$ cat src/rtl/i2cm_pkg.sv
package i2cm_pkg;

    localparam int unsigned CFG_ADDR_W = 3;
    localparam int unsigned TICKS_W    = 16;

    localparam logic [2:0] CMD_TICK  = 3'd0;
    localparam logic [2:0] CMD_START = 3'd1;
    localparam logic [2:0] CMD_STOP  = 3'd2;
    localparam logic [2:0] CMD_WRITE = 3'd3;
    localparam logic [2:0] CMD_READ  = 3'd4;

    // Register index as selected by paddr[2].
    localparam logic REG_LOW_TICKS  = 1'b0;
    localparam logic REG_HIGH_TICKS = 1'b1;

    localparam logic [TICKS_W-1:0] LOW_TICKS_RST  = 16'd250;
    localparam logic [TICKS_W-1:0] HIGH_TICKS_RST = 16'd250;

    localparam logic [3:0] BITS_PER_BYTE = 4'd8;
    localparam logic [3:0] BIT_CNT_DONE  = 4'd9;
    localparam logic [7:0] SHIFT_RST     = 8'hFF;

    typedef enum logic [9:0] {
        PH_IDLE       = 10'b0000000001,
        PH_START_WAIT = 10'b0000000010,
        PH_START_HOLD = 10'b0000000100,
        PH_STOP_WAIT  = 10'b0000001000,
        PH_STOP_HOLD1 = 10'b0000010000,
        PH_STOP_HOLD2 = 10'b0000100000,
        PH_BIT_LOW    = 10'b0001000000,
        PH_BIT_WAIT   = 10'b0010000000,
        PH_BIT_HIGH   = 10'b0100000000,
        PH_TAIL_LOW   = 10'b1000000000
    } t_phase;

    typedef enum logic [1:0] {
        OP_START = 2'd0,
        OP_STOP  = 2'd1,
        OP_WRITE = 2'd2,
        OP_READ  = 2'd3
    } t_op;

endpackage

$ cat src/rtl/i2c_master_byte_engine.sv
// Channel   Direction  Handshake                  Payload
// input     in         i_in_valid / o_in_ready    i_cmd, i_data, i_send_ack, i_scl_in, i_sda_in
// result    out        o_out_valid / i_out_ready  o_scl_pull_low .. o_rejected
// config    in         APB (psel, penable, ...)   low_ticks, high_ticks
//
// Every item, command or tick, updates the bus state registers and the result
// register at the edge where the item is accepted.
// One new item is accepted each cycle as long as the result register is empty
// or is being drained in the same cycle; a stalled result stalls the input.
// Reset is synchronous and active low; it returns the engine to idle with both
// lines released and both timing registers at 250 ticks.
module i2c_master_byte_engine (
    input  logic        i_clk,
    input  logic        i_rst_n,

    input  logic        i_in_valid,
    output logic        o_in_ready,
    input  logic [2:0]  i_cmd,
    input  logic [7:0]  i_data,
    input  logic        i_send_ack,
    input  logic        i_scl_in,
    input  logic        i_sda_in,

    output logic        o_out_valid,
    input  logic        i_out_ready,
    output logic        o_scl_pull_low,
    output logic        o_sda_pull_low,
    output logic        o_busy_res,
    output logic        o_done_res,
    output logic [7:0]  o_read_byte,
    output logic        o_nack,
    output logic        o_rejected,

    input  logic                            psel,
    input  logic                            penable,
    input  logic                            pwrite,
    input  logic [i2cm_pkg::CFG_ADDR_W-1:0] paddr,
    input  logic [31:0]                     pwdata,
    output logic [31:0]                     prdata,
    output logic                            pready
);
    import i2cm_pkg::*;

    logic [TICKS_W-1:0] r_low_ticks;
    logic [TICKS_W-1:0] r_high_ticks;

    t_phase             r_phase, n_phase;
    t_op                r_op, n_op;
    logic [TICKS_W-1:0] r_timer, n_timer;
    logic [3:0]         r_bit_cnt, n_bit_cnt;
    logic [7:0]         r_shift, n_shift;
    logic               r_ack_to_send, n_ack_to_send;
    logic               r_nack_seen, n_nack_seen;
    logic               r_scl_drive, n_scl_drive;
    logic               r_sda_drive, n_sda_drive;

    logic               r_out_valid;
    logic               r_busy, r_done, r_nack, r_rejected;
    logic [7:0]         r_read_byte;
    logic               n_done, n_nack, n_rejected;
    logic [7:0]         n_read_byte;

    logic               in_accept;
    logic               cfg_write;
    logic               is_cmd;
    logic [TICKS_W-1:0] timer_inc;
    logic               low_elapsed;
    logic               high_elapsed;
    logic [3:0]         bit_cnt_inc;

    assign pready    = 1'b1;
    assign cfg_write = psel && penable && pwrite;
    assign prdata    = {16'd0, (paddr[2] == REG_HIGH_TICKS) ? r_high_ticks : r_low_ticks};

    always_ff @(posedge i_clk) begin
        if (!i_rst_n) begin
            r_low_ticks  <= LOW_TICKS_RST;
            r_high_ticks <= HIGH_TICKS_RST;
        end else if (cfg_write) begin
            if (paddr[2] == REG_HIGH_TICKS) begin
                r_high_ticks <= pwdata[TICKS_W-1:0];
            end else begin
                r_low_ticks <= pwdata[TICKS_W-1:0];
            end
        end
    end

    assign o_in_ready = !r_out_valid || i_out_ready;
    assign in_accept  = i_in_valid && o_in_ready;
    assign is_cmd     = (i_cmd == CMD_START) || (i_cmd == CMD_STOP) ||
                        (i_cmd == CMD_WRITE) || (i_cmd == CMD_READ);

    // A limit of zero compares as always elapsed, the same as a limit of one.
    assign timer_inc    = r_timer + 16'd1;
    assign low_elapsed  = timer_inc >= r_low_ticks;
    assign high_elapsed = timer_inc >= r_high_ticks;
    assign bit_cnt_inc  = r_bit_cnt + 4'd1;

    always_comb begin
        n_phase       = r_phase;
        n_op          = r_op;
        n_timer       = r_timer;
        n_bit_cnt     = r_bit_cnt;
        n_shift       = r_shift;
        n_ack_to_send = r_ack_to_send;
        n_nack_seen   = r_nack_seen;
        n_scl_drive   = r_scl_drive;
        n_sda_drive   = r_sda_drive;
        n_done        = 1'b0;
        n_read_byte   = 8'd0;
        n_nack        = 1'b0;
        n_rejected    = 1'b0;

        if (is_cmd && (r_phase != PH_IDLE)) begin
            n_rejected = 1'b1;
        end else if (is_cmd) begin
            n_timer   = '0;
            n_bit_cnt = '0;
            unique case (i_cmd)
                CMD_START: begin
                    n_op        = OP_START;
                    n_scl_drive = 1'b0;
                    n_sda_drive = 1'b0;
                    n_phase     = PH_START_WAIT;
                end
                CMD_STOP: begin
                    n_op        = OP_STOP;
                    n_scl_drive = 1'b0;
                    n_sda_drive = 1'b1;
                    n_phase     = PH_STOP_WAIT;
                end
                CMD_WRITE: begin
                    n_op        = OP_WRITE;
                    n_shift     = i_data;
                    n_nack_seen = 1'b0;
                    n_scl_drive = 1'b1;
                    n_sda_drive = !i_data[7];
                    n_phase     = PH_BIT_LOW;
                end
                default: begin
                    n_op          = OP_READ;
                    n_shift       = SHIFT_RST;
                    n_ack_to_send = i_send_ack;
                    n_scl_drive   = 1'b1;
                    n_sda_drive   = 1'b0;
                    n_phase       = PH_BIT_LOW;
                end
            endcase
        end else begin
            unique case (r_phase)
                PH_IDLE: begin
                    n_phase = PH_IDLE;
                end
                PH_START_WAIT: begin
                    if (i_scl_in) begin
                        n_sda_drive = 1'b1;
                        n_timer     = '0;
                        n_phase     = PH_START_HOLD;
                    end
                end
                PH_START_HOLD: begin
                    n_timer = low_elapsed ? '0 : timer_inc;
                    if (low_elapsed) begin
                        n_scl_drive = 1'b1;
                        n_sda_drive = 1'b0;
                        n_phase     = PH_IDLE;
                        n_done      = 1'b1;
                    end
                end
                PH_STOP_WAIT: begin
                    if (i_scl_in) begin
                        n_timer = '0;
                        n_phase = PH_STOP_HOLD1;
                    end
                end
                PH_STOP_HOLD1: begin
                    n_timer = high_elapsed ? '0 : timer_inc;
                    if (high_elapsed) begin
                        n_sda_drive = 1'b0;
                        n_phase     = PH_STOP_HOLD2;
                    end
                end
                PH_STOP_HOLD2: begin
                    n_timer = high_elapsed ? '0 : timer_inc;
                    if (high_elapsed) begin
                        n_phase = PH_IDLE;
                        n_done  = 1'b1;
                    end
                end
                PH_BIT_LOW: begin
                    n_timer = low_elapsed ? '0 : timer_inc;
                    if (low_elapsed) begin
                        n_scl_drive = 1'b0;
                        n_phase     = PH_BIT_WAIT;
                    end
                end
                PH_BIT_WAIT: begin
                    if (i_scl_in) begin
                        n_timer = '0;
                        n_phase = PH_BIT_HIGH;
                    end
                end
                PH_BIT_HIGH: begin
                    n_timer = high_elapsed ? '0 : timer_inc;
                    if (high_elapsed) begin
                        n_scl_drive = 1'b1;
                        if (r_bit_cnt < BITS_PER_BYTE) begin
                            n_shift   = {r_shift[6:0], i_sda_in};
                            n_bit_cnt = bit_cnt_inc;
                            // The next data bit sits in bit 6 before the shift.
                            if ((r_op == OP_WRITE) && (bit_cnt_inc < BITS_PER_BYTE)) begin
                                n_sda_drive = !r_shift[6];
                            end else begin
                                n_sda_drive = 1'b0;
                            end
                            n_phase = (bit_cnt_inc >= BITS_PER_BYTE) ? PH_TAIL_LOW
                                                                     : PH_BIT_LOW;
                        end else begin
                            if (r_op == OP_WRITE) begin
                                n_nack_seen = i_sda_in;
                            end
                            n_bit_cnt   = BIT_CNT_DONE;
                            n_sda_drive = 1'b0;
                            n_phase     = PH_TAIL_LOW;
                        end
                    end
                end
                PH_TAIL_LOW: begin
                    n_timer = low_elapsed ? '0 : timer_inc;
                    if (low_elapsed) begin
                        if (r_bit_cnt == BITS_PER_BYTE) begin
                            // Data byte finished: the acknowledge bit follows.
                            if (r_op == OP_WRITE) begin
                                n_shift     = SHIFT_RST;
                                n_sda_drive = 1'b0;
                            end else begin
                                n_sda_drive = r_ack_to_send;
                            end
                            n_phase = PH_BIT_LOW;
                        end else begin
                            n_done = 1'b1;
                            if (r_op == OP_READ) begin
                                n_read_byte = r_shift;
                            end else begin
                                n_nack = r_nack_seen;
                            end
                            n_shift     = SHIFT_RST;
                            n_sda_drive = 1'b0;
                            n_phase     = PH_IDLE;
                        end
                    end
                end
                default: begin
                    n_phase = PH_IDLE;
                end
            endcase
        end
    end

    always_ff @(posedge i_clk) begin
        if (!i_rst_n) begin
            r_phase       <= PH_IDLE;
            r_op          <= OP_START;
            r_timer       <= '0;
            r_bit_cnt     <= '0;
            r_shift       <= SHIFT_RST;
            r_ack_to_send <= 1'b0;
            r_nack_seen   <= 1'b0;
            r_scl_drive   <= 1'b0;
            r_sda_drive   <= 1'b0;
        end else if (in_accept) begin
            r_phase       <= n_phase;
            r_op          <= n_op;
            r_timer       <= n_timer;
            r_bit_cnt     <= n_bit_cnt;
            r_shift       <= n_shift;
            r_ack_to_send <= n_ack_to_send;
            r_nack_seen   <= n_nack_seen;
            r_scl_drive   <= n_scl_drive;
            r_sda_drive   <= n_sda_drive;
        end
    end

    always_ff @(posedge i_clk) begin
        if (!i_rst_n) begin
            r_out_valid <= 1'b0;
        end else if (in_accept) begin
            r_out_valid <= 1'b1;
        end else if (i_out_ready) begin
            r_out_valid <= 1'b0;
        end
    end

    // Result payload: the drive levels are the state just written.
    always_ff @(posedge i_clk) begin
        if (in_accept) begin
            r_busy      <= (n_phase != PH_IDLE);
            r_done      <= n_done;
            r_read_byte <= n_read_byte;
            r_nack      <= n_nack;
            r_rejected  <= n_rejected;
        end
    end

    assign o_out_valid    = r_out_valid;
    assign o_scl_pull_low = r_scl_drive;
    assign o_sda_pull_low = r_sda_drive;
    assign o_busy_res     = r_busy;
    assign o_done_res     = r_done;
    assign o_read_byte    = r_read_byte;
    assign o_nack         = r_nack;
    assign o_rejected     = r_rejected;

`ifndef NO_ASSERTIONS
    a_done_not_rejected: assert property (@(posedge i_clk) disable iff (!i_rst_n)
        r_out_valid |-> !(r_done && r_rejected))
        else $error("done and rejected reported on the same transaction");

    a_done_means_idle: assert property (@(posedge i_clk) disable iff (!i_rst_n)
        (r_out_valid && r_done) |-> !r_busy)
        else $error("operation finished but engine still busy");

    a_data_only_on_done: assert property (@(posedge i_clk) disable iff (!i_rst_n)
        (r_out_valid && !r_done) |-> ((r_read_byte == 8'd0) && !r_nack))
        else $error("read byte or nack reported without completion");

    a_bit_cnt_range: assert property (@(posedge i_clk) disable iff (!i_rst_n)
        r_bit_cnt <= BIT_CNT_DONE)
        else $error("bit counter out of range");

    a_no_overwrite: assert property (@(posedge i_clk) disable iff (!i_rst_n)
        (r_out_valid && !i_out_ready) |-> !in_accept)
        else $error("input accepted while a stalled result is pending");

    a_drive_reg_tracks_result: assert property (@(posedge i_clk) disable iff (!i_rst_n)
        in_accept |=> (r_busy == (r_phase != PH_IDLE)))
        else $error("busy flag disagrees with phase register");
`endif

endmodule

$ cat config.mk
export PLATFORM = sky130hd
export DESIGN_NAME = i2c_master_byte_engine
export DESIGN_NICKNAME = d
export VERILOG_FILES = /design/src/rtl/i2cm_pkg.sv /design/src/rtl/i2c_master_byte_engine.sv
export SDC_FILE = /design/constraint.sdc
export NUM_CORES = 1
export LEC_CHECK = 0
export ABC_CLOCK_PERIOD_IN_PS = 8500
export BUFFER_PORTS_ARGS = -buffer_cell sky130_fd_sc_hd__buf_4
export CAP_MARGIN = 15
export CORE_MARGIN = 4
export CORE_UTILIZATION = 45
export CTS_CLUSTER_DIAMETER = 40
export DETAILED_ROUTE_END_ITERATION = 10
export GPL_ROUTABILITY_DRIVEN = 0
export GPL_TIMING_DRIVEN = 0
export PLACE_DENSITY = 0.68
export SLEW_MARGIN = 20
export SYNTH_ARGS = -nofsm -noshare
export SYNTH_HDL_FRONTEND = slang
export SYNTH_SLANG_ARGS = --single-unit
export TNS_END_PERCENT = 10
$ cat constraint.sdc
create_clock -name i_clk -period 8.5 [get_ports i_clk]
set_input_delay 0.85 -clock i_clk [delete_from_list [all_inputs] [get_ports i_clk]]
set_output_delay 0.85 -clock i_clk [all_outputs]
set_load 0.02 [all_outputs]
# After elaboration in Yosys (flattened, before gate mapping)
# Index checks and enable logic that the tools add are counted.
[classes] add_sub_neg=2 mul=0 n_div=0 order_cmp=5 eq_ne=30 shift=0 muxes=66 bitwise_logic=6 n_reduce_logical=38
[ops] cell="$mux 10" count=13
[ops] cell="$pmux 10 s9" count=1
[ops] cell="$mux 16" count=5
[ops] cell="$mux 8" count=6
[ops] cell="$pmux 16 s3" count=1
[ops] cell="$ge 16x16->1" count=2
[ops] cell="$pmux 8 s2" count=2
[ops] cell="$mux 1" count=27
[ops] cell="$ne 3x3->1 const B" count=7
[ops] cell="$ne 10x1->1 const B" count=2
[ops] cell="$add 16x1->16 const B" count=1
[ops] cell="$mux 4" count=4
[ops] cell="$reduce_and 8->1" count=2
[ops] cell="$pmux 7 s2" count=1
[ops] cell="$reduce_and 4->1" count=3
[ops] cell="$reduce_or 3->1" count=4
[ops] cell="$reduce_or 6->1" count=2
[ops] cell="$eq 10x10->1 const B" count=1
[ops] cell="$eq 10x2->1 const B" count=1
[ops] cell="$eq 10x3->1 const B" count=1
[ops] cell="$eq 10x4->1 const B" count=1
[ops] cell="$eq 10x5->1 const B" count=1
[ops] cell="$eq 10x6->1 const B" count=1
[ops] cell="$eq 10x7->1 const B" count=1
[ops] cell="32 further kinds" count=57
[word_totals] ff_bits=89 latch_bits=0 ram_bits=0 romBits=0 word_cells=164 mem_count=0

# Depth between registers and ports, before layout
[logic_depth] depth_word=9 mapped_depth=18 depth_no_buf=16

# Worst setup path before layout
# Ideal clock, no wire load.
[synth_timing] path_type="register -> register" startpoint="register r_timer[0]" endpoint="register r_phase[5]" setup_time_ns=0.133 arrival_ns=3.866 setup_slack_ns=4.501 path_stages_with_launch=17 synth_period_minus_slack_ns=3.999 path_cell_list="dfxtp_1 -> ha_1 -> nand3_1 -> nor3_1 -> and3_1 -> and3_1 -> and3_1 -> xnor2_1 -> inv_1 -> ha_1 -> nand4_1 -> nor3_1 -> or4b_1 -> nand3_1 -> mux2_2 -> a221oi_1 -> a211oi_1"
[synth_via] elab_chain_len=6
[synth_lines] item="start: declaration" line="i2c_master_byte_engine.sv:49" rtl="logic [TICKS_W-1:0] r_timer, n_timer;"
[synth_lines] item="start signal: assignment" line="i2c_master_byte_engine.sv:274" rtl="r_timer <= n_timer;"
[synth_lines] item="$add 16x1->16 (*)" line="i2c_master_byte_engine.sv:94" rtl="assign timer_inc = r_timer + 16'd1;"
[synth_lines] item="$ge 16x16->1, on equally long branches" line="i2c_master_byte_engine.sv:95, i2c_master_byte_engine.sv:96"
[synth_lines] item="$mux 10, or another cell as far along" line="i2c_master_byte_engine.sv:230" rtl="if (low_elapsed) begin"
[synth_lines] item="$pmux 10 s9 (*)" line="i2c_master_byte_engine.sv:150" rtl="unique case (r_phase)"
[synth_lines] item="$mux 10 (*)" line="i2c_master_byte_engine.sv:116" rtl="end else if (is_cmd) begin"
[synth_lines] item="$mux 10 (*)" line="i2c_master_byte_engine.sv:114" rtl="if (is_cmd && (r_phase != PH_IDLE)) begin"
[synth_lines] item="end signal: assignment" line="i2c_master_byte_engine.sv:272" rtl="r_phase <= n_phase;"
[synth_lines] item="end: declaration" line="i2c_master_byte_engine.sv:47" rtl="t_phase r_phase, n_phase;"
# Every way passes the cells marked *; elsewhere a longest branch is shown, timed or not.
# A chain may end at the register's enable or synchronous reset.

# Worst setup path in the final report
[layout_timing] startpoint="register r_timer[0]" endpoint="register r_nack_seen"
[layout_via] elab_chain_len=4
[layout_lines] item="$add 16x1->16" line="i2c_master_byte_engine.sv:94"
[layout_lines] item="$ge 16x16->1" line="i2c_master_byte_engine.sv:96" rtl="assign high_elapsed = timer_inc >= r_high_ticks;"
[layout_lines] item="$reduce_bool 2->1 (no source line)"
[layout_lines] item="$reduce_and 7->1 (no source line)"
[layout_lines] item="end signal: assignment" line="i2c_master_byte_engine.sv:278" rtl="r_nack_seen <= n_nack_seen;"
[layout_lines] item="end: declaration" line="i2c_master_byte_engine.sv:53" rtl="logic r_nack_seen, n_nack_seen;"
# No other way between the ends.

==> impl_metrics.env <==
export IMPL_synth_simple_area_share=0.229
export IMPL_r2r_end="r_nack_seen$_SDFFE_PN0P_"
export IMPL_arrival_ns=5.16
export IMPL_dpl_hpwl_um=12000
export IMPL_yosys_top_cells_area="dfxtp_1 27%, ha_1 7.9%, nand2_1 7.9%, edfxtp_1 6.4%, a21oi_1 4.7%"
export IMPL_wl_per_cell_um=16.0
export IMPL_hold_class="flop to flop"
export IMPL_crit_chain="ha_1 > nand3_1 > nor3_1 > and3_1 > and3_1 > and3_1 > xnor2_1 > inv_1 > ha_1 > nand4_1 > nor3_1 > or4b_1 > a31oi_1 > a21oi_1 > o311ai_1 > o41ai_1"
export IMPL_synthFlopType="dfxtp_1"
export IMPL_postCtsSetupBuffers=0
export IMPL_clock_fmax_ghz=0.203
export IMPL_yosysWarnings=0
export IMPL_clk_latency_ns=0.35
export IMPL_pin_count=105
export IMPL_coreArea_um2=12200
export IMPL_hold_viol_final=0
export IMPL_post_place_ws_ns=3.68
export IMPL_cpLargestDelayFamily="simple AND/OR/NAND/NOR gates"
export IMPL_period_share=0.580
export IMPL_switching_share=0.265
export IMPL_skew_ns=0.00757
export IMPL_n_antenna_cell=0
export IMPL_synthAdderAreaFrac=0.0829
export IMPL_die_w_um=120
export IMPL_min_from="r_low_ticks[2]$_SDFFE_PN0P_"
export IMPL_startpoint_type="flop"
export IMPL_floorplan_rows=40
export IMPL_holdPathStages=2
export IMPL_drt_iter0_drc=426
export IMPL_start_util=0.466
export IMPL_synth_mux_area_fraction=0.0128
export IMPL_vdd_drop_max_uv=128
export IMPL_cts_repair_resized=0
export IMPL_clk_pin_slew_ns=0.06
export IMPL_grt_pass1_wl_um=25800
export IMPL_cts_path_max_buffers=2
export IMPL_synthXorXnorAreaFrac=0.0278
export IMPL_vias_per_cell=5.62
export IMPL_cts_buffers=9
export IMPL_drv_cap=0
export IMPL_dieArea_um2=14500
export IMPL_syn_area_um2=5670
export IMPL_worst_path_buf_inv=1
export IMPL_finalWorstSetupSlack_ns=3.57
export IMPL_firstDrtPassIters=7
export IMPL_synth_top_area_cell="dfxtp_1"
export IMPL_synth_edf_count=12
export IMPL_cts_root_buf="clkbuf_16"
export IMPL_synthTopCellsByCount="120 x nand2_1, 77 x dfxtp_1, 53 x a21oi_1, 53 x inv_1, 44 x o21ai_0"
export IMPL_finalCriticalPeriod_ns=4.93
export IMPL_grt_max_degree=16
export IMPL_yosysMostFrequentCell="nand2_1"
export IMPL_drive_gt1_frac=0.165
export IMPL_wl_um=15600
export IMPL_r2r_start="r_timer[0]$_SDFFE_PN0P_"
export IMPL_synth_compound_area_share=0.225
export IMPL_rsz0062_at_grt="false"
export IMPL_cp_required_ns=8.73
export IMPL_r2r_setup_slack_ns=3.57
export IMPL_setup_violations_final=0
export IMPL_worst_setup_path_end_kind="flop"
export IMPL_synth_top_family_by_area="simple AND/OR/NAND/NOR gates"
export IMPL_slew_limit_headroom=0.468
export IMPL_slowest_stage="or4b_1"
export IMPL_die_y_um=120
export IMPL_htreeDepth=3
export IMPL_pwr_share_comb=0.151
export IMPL_synth_cell_types=77
export IMPL_cts_hold_buf=0
export IMPL_fillers=1145
export IMPL_net_switching_power_uw=275
export IMPL_cts_tree="built"
export IMPL_async_reset_ff_frac=0
export IMPL_cellLeakagePower_uw=0.00292
export IMPL_drc=0
export IMPL_max_stage_delay_ns=0.56
export IMPL_seq_power_share=0.431
export IMPL_io_buffers=67
export IMPL_nets=893
export IMPL_clock_power_share=0.418
export IMPL_crit_type="flop to flop"
export IMPL_slew_violations=0
export IMPL_p_int_uw=762
export IMPL_ys_ff_latch=89
export IMPL_power_total_uw=1040
export IMPL_path_common_cell="and3_1"
export IMPL_overflow=0
export IMPL_grt_usage=0.221
export IMPL_first_global_vias=5283
export IMPL_ant_nets=0
export IMPL_num_vias=5472
export IMPL_worst_pin_slew_ns=0.797
export IMPL_path_max_fanout=7
export IMPL_cts_sinks=89
export IMPL_reg2reg_depth=16
export IMPL_min_to="r_low_ticks[2]$_SDFFE_PN0P_"
export IMPL_syn_avg_cell_area_um2=8.01
export IMPL_yosysSeqAreaShare=0.335
export IMPL_status="finished clean"
export IMPL_power_density_nw_per_um2=153
export IMPL_area_growth_pct=19.2
export IMPL_setup_tns_ns=0
export IMPL_antenna_found_initial=0
export IMPL_postSynthCellCount=708
export IMPL_synth_top_area_frac=0.272
==> how the worst max path moves through the flow <==
stage / start / end / slack [ns] / depth (start not counted)
finish: r_timer[0]$_SDFFE_PN0P_ / r_nack_seen$_SDFFE_PN0P_ / 3.57 / 16
global route: r_timer[0]$_SDFFE_PN0P_ / r_nack_seen$_SDFFE_PN0P_ / 3.21 / 16
detailed placement: r_timer[0]$_SDFFE_PN0P_ / r_nack_seen$_SDFFE_PN0P_ / 3.68 / 16
CTS: r_timer[0]$_SDFFE_PN0P_ / r_nack_seen$_SDFFE_PN0P_ / 3.65 / 16
floorplan: r_timer[0]$_SDFFE_PN0P_ / r_phase[5]$_SDFFE_PN0P_ / 4.50 / 16
global placement: r_timer[0]$_SDFFE_PN0P_ / r_phase[5]$_SDFFE_PN0P_ / 3.75 / 16
==> metrics by stage <==
step / area (um^2) / hold WS (ns) / utilization / std cells
3_3_place_gp: 6440 / 0.442 / 0.530 / 958
3_5_place_dp: 6440 / 0.450 / 0.530 / 958
4_1_cts: 6760 / 0.459 / 0.556 / 974
6_report: 6760 / 0.460 / 0.556 / 974
2_1_floorplan: 5730 / 0.436 / - / 723
5_1_grt: 6760 / 0.476 / 0.556 / 974
==> routing by layer <==
| layer | vias to the layer above | share of wire | global-route usage |
|---|---|---|---|
| met1 | 2527 | 0.42 | 0.273 |
| met4 | 0 | 0.026 | 0.0772 |
| li1 | 2682 | - | - |
| met2 | 223 | 0.48 | 0.370 |
| met5 | - | 0 | 0 |
| met3 | 40 | 0.071 | 0.0636 |
==> state kept, by name, indices dropped and copies added (netlist names) <==
name and count:
r_high_ticks 16, r_low_ticks 16, r_timer 16, r_phase 10, o_read_byte 8, r_shift 8, r_bit_cnt 4, r_op 2
o_busy_res 1, o_done_res 1, o_nack 1, o_out_valid 1, o_rejected 1, o_scl_pull_low 1, o_sda_pull_low 1, r_ack_to_send 1
r_nack_seen 1
==> power by group through the flow <==
stage	combinational [uW]	clock, uW	sequential (uW)
floorplan	94.8	0	461
global placement	151	0	456
detailed placement	154	0	456
CTS	155	439	447
global route	170	458	449
finish	156	434	447
==> final cells by class <==
type / count / area [um^2] / share of cell area
Sequential cell: 89 / 1900 / 0.281
Tap cell: 168 / 210 / 0.0311
Timing Repair Buffer: 67 / 503 / 0.0744
Multi-Input combinational cell: 531 / 3340 / 0.493
Inverter: 53 / 199 / 0.0294
Clock inverter: 5 / 78.8 / 0.0117
Buffer: 50 / 293 / 0.0433
Clock buffer: 11 / 243 / 0.0359
==> worst register-to-register path: cells and delay by family, from the launching register on <==
family	cells	cell delay, ns
fa+ha+maj	2	0.62
compound gates	4	1.05
simple gates	8	2.39
flops	1	0.50
xor+xnor	1	0.16
buf+inv	1	0.11
==> kinds of logic after synthesis <==
group                    Yosys count
buffers and inverters            103
flip-flops                        89
other                              2
XOR/XNOR                          18
AND/OR/NAND/NOR                  254
multiplexers                       7
adder cells (fa/ha/maj)           38
AO/OA/AOI/OAI                    197
==> cell usage in the layout (no fill, tap or decap), types with 6 or more instances in the layout <==
cell       instances
nor2b_1            9
dfxtp_1           77
nor3_1            16
nand3b_1          11
a31oi_1           28
nand3_1           16
ha_1              36
edfxtp_1          12
buf_4             85
o211ai_1          15
buf_2              6
clkbuf_1          21
and3_1            10
xnor2_1            6
xor2_1            12
o221ai_1           9
nor2_1            20
and2_1             9
clkbuf_16          9
inv_1             53
conb_1            17
nand4_1           10
nand2_1          120
a21oi_1           53
o21ai_0           44
Note: power is estimated with default switching activity, not from simulation.
